$ cat src/design/linear_probe_counter_map_top_macros.svh
// Assertion macros for the linear probe counter map.
// Included by files that carry concurrent checks; empty when SYNTH is set.
`ifndef LINEAR_PROBE_COUNTER_MAP_TOP_MACROS_SVH
`define LINEAR_PROBE_COUNTER_MAP_TOP_MACROS_SVH
`ifndef SYNTH
`define LPCM_ASSERT(lbl, prop, msg) \
    lbl: assert property (@(posedge clk) disable iff (!rst_n) prop) else $error(msg);
`define LPCM_ASSERT_CLK(lbl, ck, rn, prop, msg) \
    lbl: assert property (@(posedge ck) disable iff (!rn) prop) else $error(msg);
`else
`define LPCM_ASSERT(lbl, prop, msg)
`define LPCM_ASSERT_CLK(lbl, ck, rn, prop, msg)
`endif
`endif

$ cat src/design/lpcm_pkg.sv
// Shared types and constants for the linear probe counter map.
// No dependencies.
package lpcm_pkg;

    localparam int KEY_W        = 32;
    localparam int VAL_W        = 32;
    localparam int KEY_BYTES    = 4;
    localparam int SLOT_OUT_W   = 10;
    localparam int LIVE_OUT_W   = 11;
    localparam logic [31:0] HASH_SEED = 32'd5381;
    localparam int HASH_SHIFT   = 5;

    typedef enum logic [1:0] {
        REQ_ADD = 2'd0,
        REQ_GET = 2'd1,
        REQ_INC = 2'd2,
        REQ_DEL = 2'd3
    } req_t;

    typedef enum logic [1:0] {
        ST_OK      = 2'd0,
        ST_MISSING = 2'd1,
        ST_FULL    = 2'd2
    } status_t;

    typedef enum logic [1:0] {
        MARK_EMPTY = 2'd0,
        MARK_LIVE  = 2'd1,
        MARK_TOMB  = 2'd2
    } mark_t;

    typedef struct packed {
        req_t              req;
        logic [KEY_W-1:0]  key;
        logic [VAL_W-1:0]  value;
    } req_word_t;

    typedef struct packed {
        mark_t             mark;
        logic [KEY_W-1:0]  key;
        logic [VAL_W-1:0]  value;
    } slot_word_t;

endpackage

$ cat src/design/lpcm_queue.sv
// Two-entry FIFO between the front and back parts of the map.
// No dependencies.
module lpcm_queue #(
    parameter int WIDTH = 82
) (
    input  logic             clk,
    input  logic             rst_n,
    input  logic             push,
    input  logic [WIDTH-1:0] push_data,
    input  logic             pop,
    output logic [WIDTH-1:0] pop_data,
    output logic             full,
    output logic             empty
);

    logic [WIDTH-1:0] mem_reg [2];
    logic             wr_ptr_reg;
    logic             rd_ptr_reg;
    logic [1:0]       count_reg;
    logic [1:0]       count_next;

    always_comb
    begin
        count_next = count_reg;
        if (push && !pop)
        begin
            count_next = count_reg + 2'd1;
        end
        else if (pop && !push)
        begin
            count_next = count_reg - 2'd1;
        end
    end

    always_ff @(posedge clk or negedge rst_n)
    begin
        if (!rst_n)
        begin
            wr_ptr_reg <= 1'b0;
            rd_ptr_reg <= 1'b0;
            count_reg  <= 2'd0;
        end
        else
        begin
            if (push)
            begin
                mem_reg[wr_ptr_reg] <= push_data;
                wr_ptr_reg          <= ~wr_ptr_reg;
            end
            if (pop)
            begin
                rd_ptr_reg <= ~rd_ptr_reg;
            end
            count_reg <= count_next;
        end
    end

    assign pop_data = mem_reg[rd_ptr_reg];
    assign full     = (count_reg == 2'd2);
    assign empty    = (count_reg == 2'd0);

endmodule

$ cat src/design/lpcm_front.sv
// Front part: takes request words, computes the djb2 home slot, queues them.
// Depends on lpcm_pkg and lpcm_queue.
module lpcm_front #(
    parameter int CAPACITY = 1024
) (
    input  logic                          clk,
    input  logic                          rst_n,
    input  logic                          in_valid,
    output logic                          in_stall,
    input  lpcm_pkg::req_word_t           in_word,
    input  logic                          clearing,
    input  logic                          q_pop,
    output logic                          q_empty,
    output lpcm_pkg::req_word_t           q_word,
    output logic [$clog2(CAPACITY)-1:0]   q_home
);
    import lpcm_pkg::*;

    localparam int IW = $clog2(CAPACITY);
    localparam int QW = $bits(req_word_t) + IW;

    logic            st_valid_reg;
    logic            st_valid_next;
    req_word_t       st_word_reg;
    logic [IW-1:0]   st_home_reg;
    logic [IW-1:0]   home;
    logic            accept;
    logic            push;
    logic            q_full;
    logic [QW-1:0]   q_data;

    // Only the low index bits of the hash matter: shift and add never carry down.
    always_comb
    begin
        home = IW'(HASH_SEED);
        for (int b = 0; b < KEY_BYTES; b++)
        begin
            home = (home << HASH_SHIFT) + home + IW'(in_word.key[8*b +: 8]);
        end
    end

    assign in_stall      = clearing || (st_valid_reg && q_full);
    assign accept        = in_valid && !in_stall;
    assign push          = st_valid_reg && !q_full;
    assign st_valid_next = accept || (st_valid_reg && !push);

    always_ff @(posedge clk or negedge rst_n)
    begin
        if (!rst_n)
        begin
            st_valid_reg <= 1'b0;
        end
        else
        begin
            st_valid_reg <= st_valid_next;
            if (accept)
            begin
                st_word_reg <= in_word;
                st_home_reg <= home;
            end
        end
    end

    lpcm_queue #(
        .WIDTH (QW)
    ) u_queue (
        .clk       (clk),
        .rst_n     (rst_n),
        .push      (push),
        .push_data ({st_word_reg, st_home_reg}),
        .pop       (q_pop),
        .pop_data  (q_data),
        .full      (q_full),
        .empty     (q_empty)
    );

    assign q_word = q_data[QW-1:IW];
    assign q_home = q_data[IW-1:0];

endmodule

$ cat config.mk
export PLATFORM = sky130hd
export DESIGN_NAME = lpcm_front
export DESIGN_NICKNAME = d
export VERILOG_FILES = /design/src/design/linear_probe_counter_map_top_macros.svh /design/src/design/lpcm_pkg.sv /design/src/design/lpcm_queue.sv /design/src/design/lpcm_front.sv
export SDC_FILE = /design/constraint.sdc
export NUM_CORES = 1
export LEC_CHECK = 0
export BUFFER_PORTS_ARGS = -buffer_cell sky130_fd_sc_hd__clkbuf_2
export CAP_MARGIN = 25
export CORE_MARGIN = 2
export CORE_UTILIZATION = 55
export CTS_CLUSTER_SIZE = 16
export DETAILED_ROUTE_END_ITERATION = 8
export GPL_TIMING_DRIVEN = 0
export PLACE_DENSITY = 0.84
export REMOVE_ABC_BUFFERS = 1
export SKIP_LAST_GASP = 1
export SYNTH_ARGS = -nofsm -noshare
export SYNTH_HDL_FRONTEND = slang
export SYNTH_HIERARCHICAL = 1
export SYNTH_SLANG_ARGS = --single-unit
export TNS_END_PERCENT = 5
$ cat constraint.sdc
create_clock -name clk -period 11.4 [get_ports clk]
set_input_delay 1.14 -clock clk [delete_from_list [all_inputs] [get_ports clk]]
set_output_delay 1.14 -clock clk [all_outputs]
set_load 0.01 [all_outputs]
==> summary.txt <==
Floorplan
  – Number of core rows: 48
  – Core Area: 17200 sq um
  – Die width: 137 um
  – Top Ports: 149
  – Starting Density: 0.562
  – Die ar.: 18700 sq um
  – Overall die height: 137 um

Global route
  – Vias in the first global route: 5185
  – Grt ovf: 0
  – Initial antenna violation count: 0
  – Maximum number of pins on one net before global-route repair: 46
  – Global-route wire length before repair: 26000 um
  – GRT Total Usage: 0.182

STA
  – Worst-Margin Slew: 0.637 ns
  – Max Fclk: 170 MHz
  – Fin. Hold Viols: 0
  – Post-layout min period: 5.88 ns
  – Final Worst Setup Slack: 5.52 ns
  – Relative slew margins: 0.574
  – RSZ-0062 raised after global routing: false
  – Clock Skew: 0.0132 ns
  – Final setup vio count: 0
  – Final period util: 0.516
  – Number of max-slew violations in the final report: 0
  – Setup_tns: 0 ns
  – Final hold slack: 0.438 ns

Synth
  – Syn Area/Cell: 18.7 sq um
  – Post-Syn Area: 9680 sq um
  – #FFs+latches synth: 233
  – Synth unique cells: 30
  – Yosys warns: 6
  – Cell count after synthesis: 518
  – Seq/Total Area, Yosys: 0.720

Worst setup path
  – Worst setup path startpoint: in_word[32]
  – Setup CP Type: input port to flop
  – Setup crit start kind: input port
  – Critical Path RT: 11.64 ns
  – Critical-path maximum fanout: 4
  – Reg2reg start: u_queue/count_reg[1]
  – CP endpoint kind: flop
  – CP Data Arrival Time: 6.12 ns
  – R2R cell count: 6
  – FF-to-FF setup slack: 8.93 ns
  – Reg2reg end: u_queue/mem_reg[0][51]

Place
  – DP Area: 10800 sq um
  – HPWL after DPL: 11700 um
  – Placer Congestion: 0.813
  – Port bufs: 148
  – Pre-CTS WS: 5.05 ns

Clocking
  – Post-CTS Setup Bufs: 0
  – CTS H-tree depth: 1
  – Clk pin slew, worst setup/hold paths: 0.06 ns
  – Clk buf depth: 3
  – Hold buffer count at CTS: 0
  – Clk root buf: clkbuf_16
  – Worst skew pair latency: 0.49 ns
  – Total CTS buffers: 23
  – TritonCTS Sinks: 233
  – Post-CTS Resized: 0
  – CTS tree: done

Hold path
  – Hold Path End: u_queue/mem_reg[1][26]
  – Hold Crit Start: st_word_reg[16]
  – Hold path cells: 0
  – Hold Path Class: flop to flop

Finish
  – Number of flip-flops under the largest register name: 152
  – Area occupied by multi-input gates: 2500 sq um
  – Nets: 814
  – Fillers: 1175
  – Commonest non-fill, non-tap cell in the layout: edfxtp_1
  – Area grow syn2layout: 18.4%
  – Most frequent cells in the layout: edfxtp_1, clkbuf_2, mux2_2, ha_1, inv_1
  – Register Area: 6980 sq um
  – Post-route cell area: 11500 sq um
  – N_diodes: 0
  – Ratio of cells with drive above 1 in the final layout: 0.383

Routing
  – Vias: 4794
  – Via-per-instance ratio: 5.17
  – Drt drc: 0
  – Drt pass-1 iters: 4
  – Routed WL per cell: 18.1 um
  – DRT antenna net count: 0
  – Final wirelength: 16800 um
  – Initial DRC Count: 301

Status
  – Outcome: complete, no violations

Power and ir drop
  – Static Leak: 4.50 nW
  – Max VDD drop: 0.290 mV
  – PD cells: 261 nW/um^2

Run
  – Max_cap viols: 0
-- power breakdown --
group	switching [mW]	total (mW)	internal, mW
Sequential	0.0574	1.14	1.09
Combinational	0.574	1.15	0.579
Clock	0.291	0.698	0.408
Total	0.922	2.99	2.07
-- per-layer routing --
metal,routed length [um],part of all wire,GRT usage,vias to the layer above
li1,-,-,-,2287
met3,730,0.044,0.0259,34
met1,6730,0.40,0.222,2358
met5,0,0,0,-
met4,432,0.026,0.0619,0
met2,8860,0.53,0.330,115
-- cell usage after synthesis --
master,n,share of area
buf_6,2,0.0023
o21bai_1,4,0.0031
buf_2,4,0.0021
nor2b_1,6,0.0039
o21a_1,2,0.0016
xnor2_1,23,0.021
a21oi_2,1,0.00090
nand3_1,1,0.00052
buf_8,3,0.0047
xnor3_1,1,0.0023
o21ai_0,10,0.0052
nand2b_1,2,0.0013
mux2_4,30,0.047
a21oi_1,14,0.0072
nor2_1,12,0.0047
nor3_1,2,0.0010
o21ai_2,1,0.00090
ha_1,44,0.057
and3_1,1,0.00065
edfxtp_1,228,0.71
nand2_1,7,0.0027
a21o_1,6,0.0047
inv_1,37,0.014
mux2_2,46,0.054
and4b_1,1,0.0010
a21boi_0,1,0.00078
dfrtp_1,5,0.013
xor2_1,11,0.010
fa_1,12,0.025
xnor2_2,1,0.0017
-- final cells by class --
cell class              instances  area share
clock buffers                  30      0.0543
clock inverters                11     0.00753
well taps                     225      0.0246
inverters                      37      0.0121
flip-flops and latches        233       0.609
repair buffers                153      0.0747
multi-input cells             239       0.218
-- stage by stage --
step	power, mW	util	cells
after floorplan	2.03	-	509
after global placement	2.31	0.616	882
after detailed placement	2.32	0.624	887
after CTS	3.03	0.665	928
after global routing	3.19	0.665	928
final	2.99	0.665	928
-- how the worst max path moves through the flow --
stage / to / depth (start not counted) / slack [ns]
after CTS: st_home_reg[9] / 25 / 5.51
after global placement: u_queue/mem_reg[0][49] / 3 / 4.48
final: st_home_reg[9] / 25 / 5.52
after detailed placement: st_home_reg[9] / 25 / 5.05
after global routing: st_home_reg[9] / 25 / 5.18
after floorplan: st_home_reg[9] / 24 / 5.70
-- cell families (layout without fill, tap and decap cells) --
kind of cell,after synthesis,after routing,synth area share
AOI/OAI and AO/OA,39,39,0.0243
xor gates and xnor gates,36,36,0.0348
adders and majority gates,56,56,0.0817
buffers and inverters,46,231,0.0234
DFF,233,233,0.720
muxes,76,76,0.100
and+or+nand+nor,32,32,0.0158
-- worst max-delay path, cell delays in order --
cell and delay (ns):
clkbuf_2 0.12, ha_1 0.25, xnor2_1 0.28, ha_1 0.31, ha_1 0.29, a21o_1 0.20, a21oi_2 0.18, o21ai_0 0.10
a21oi_1 0.24, xor2_1 0.12, fa_1 0.49, inv_1 0.04, ha_1 0.31, o21ai_0 0.08, a21oi_1 0.17, nor2_1 0.07
xor2_1 0.17, fa_1 0.49, inv_1 0.04, ha_1 0.34, o21a_1 0.13, nor2_1 0.04, a21oi_1 0.24, xnor2_1 0.14
xnor2_1 0.14
(Power assumes the default switching activity.)
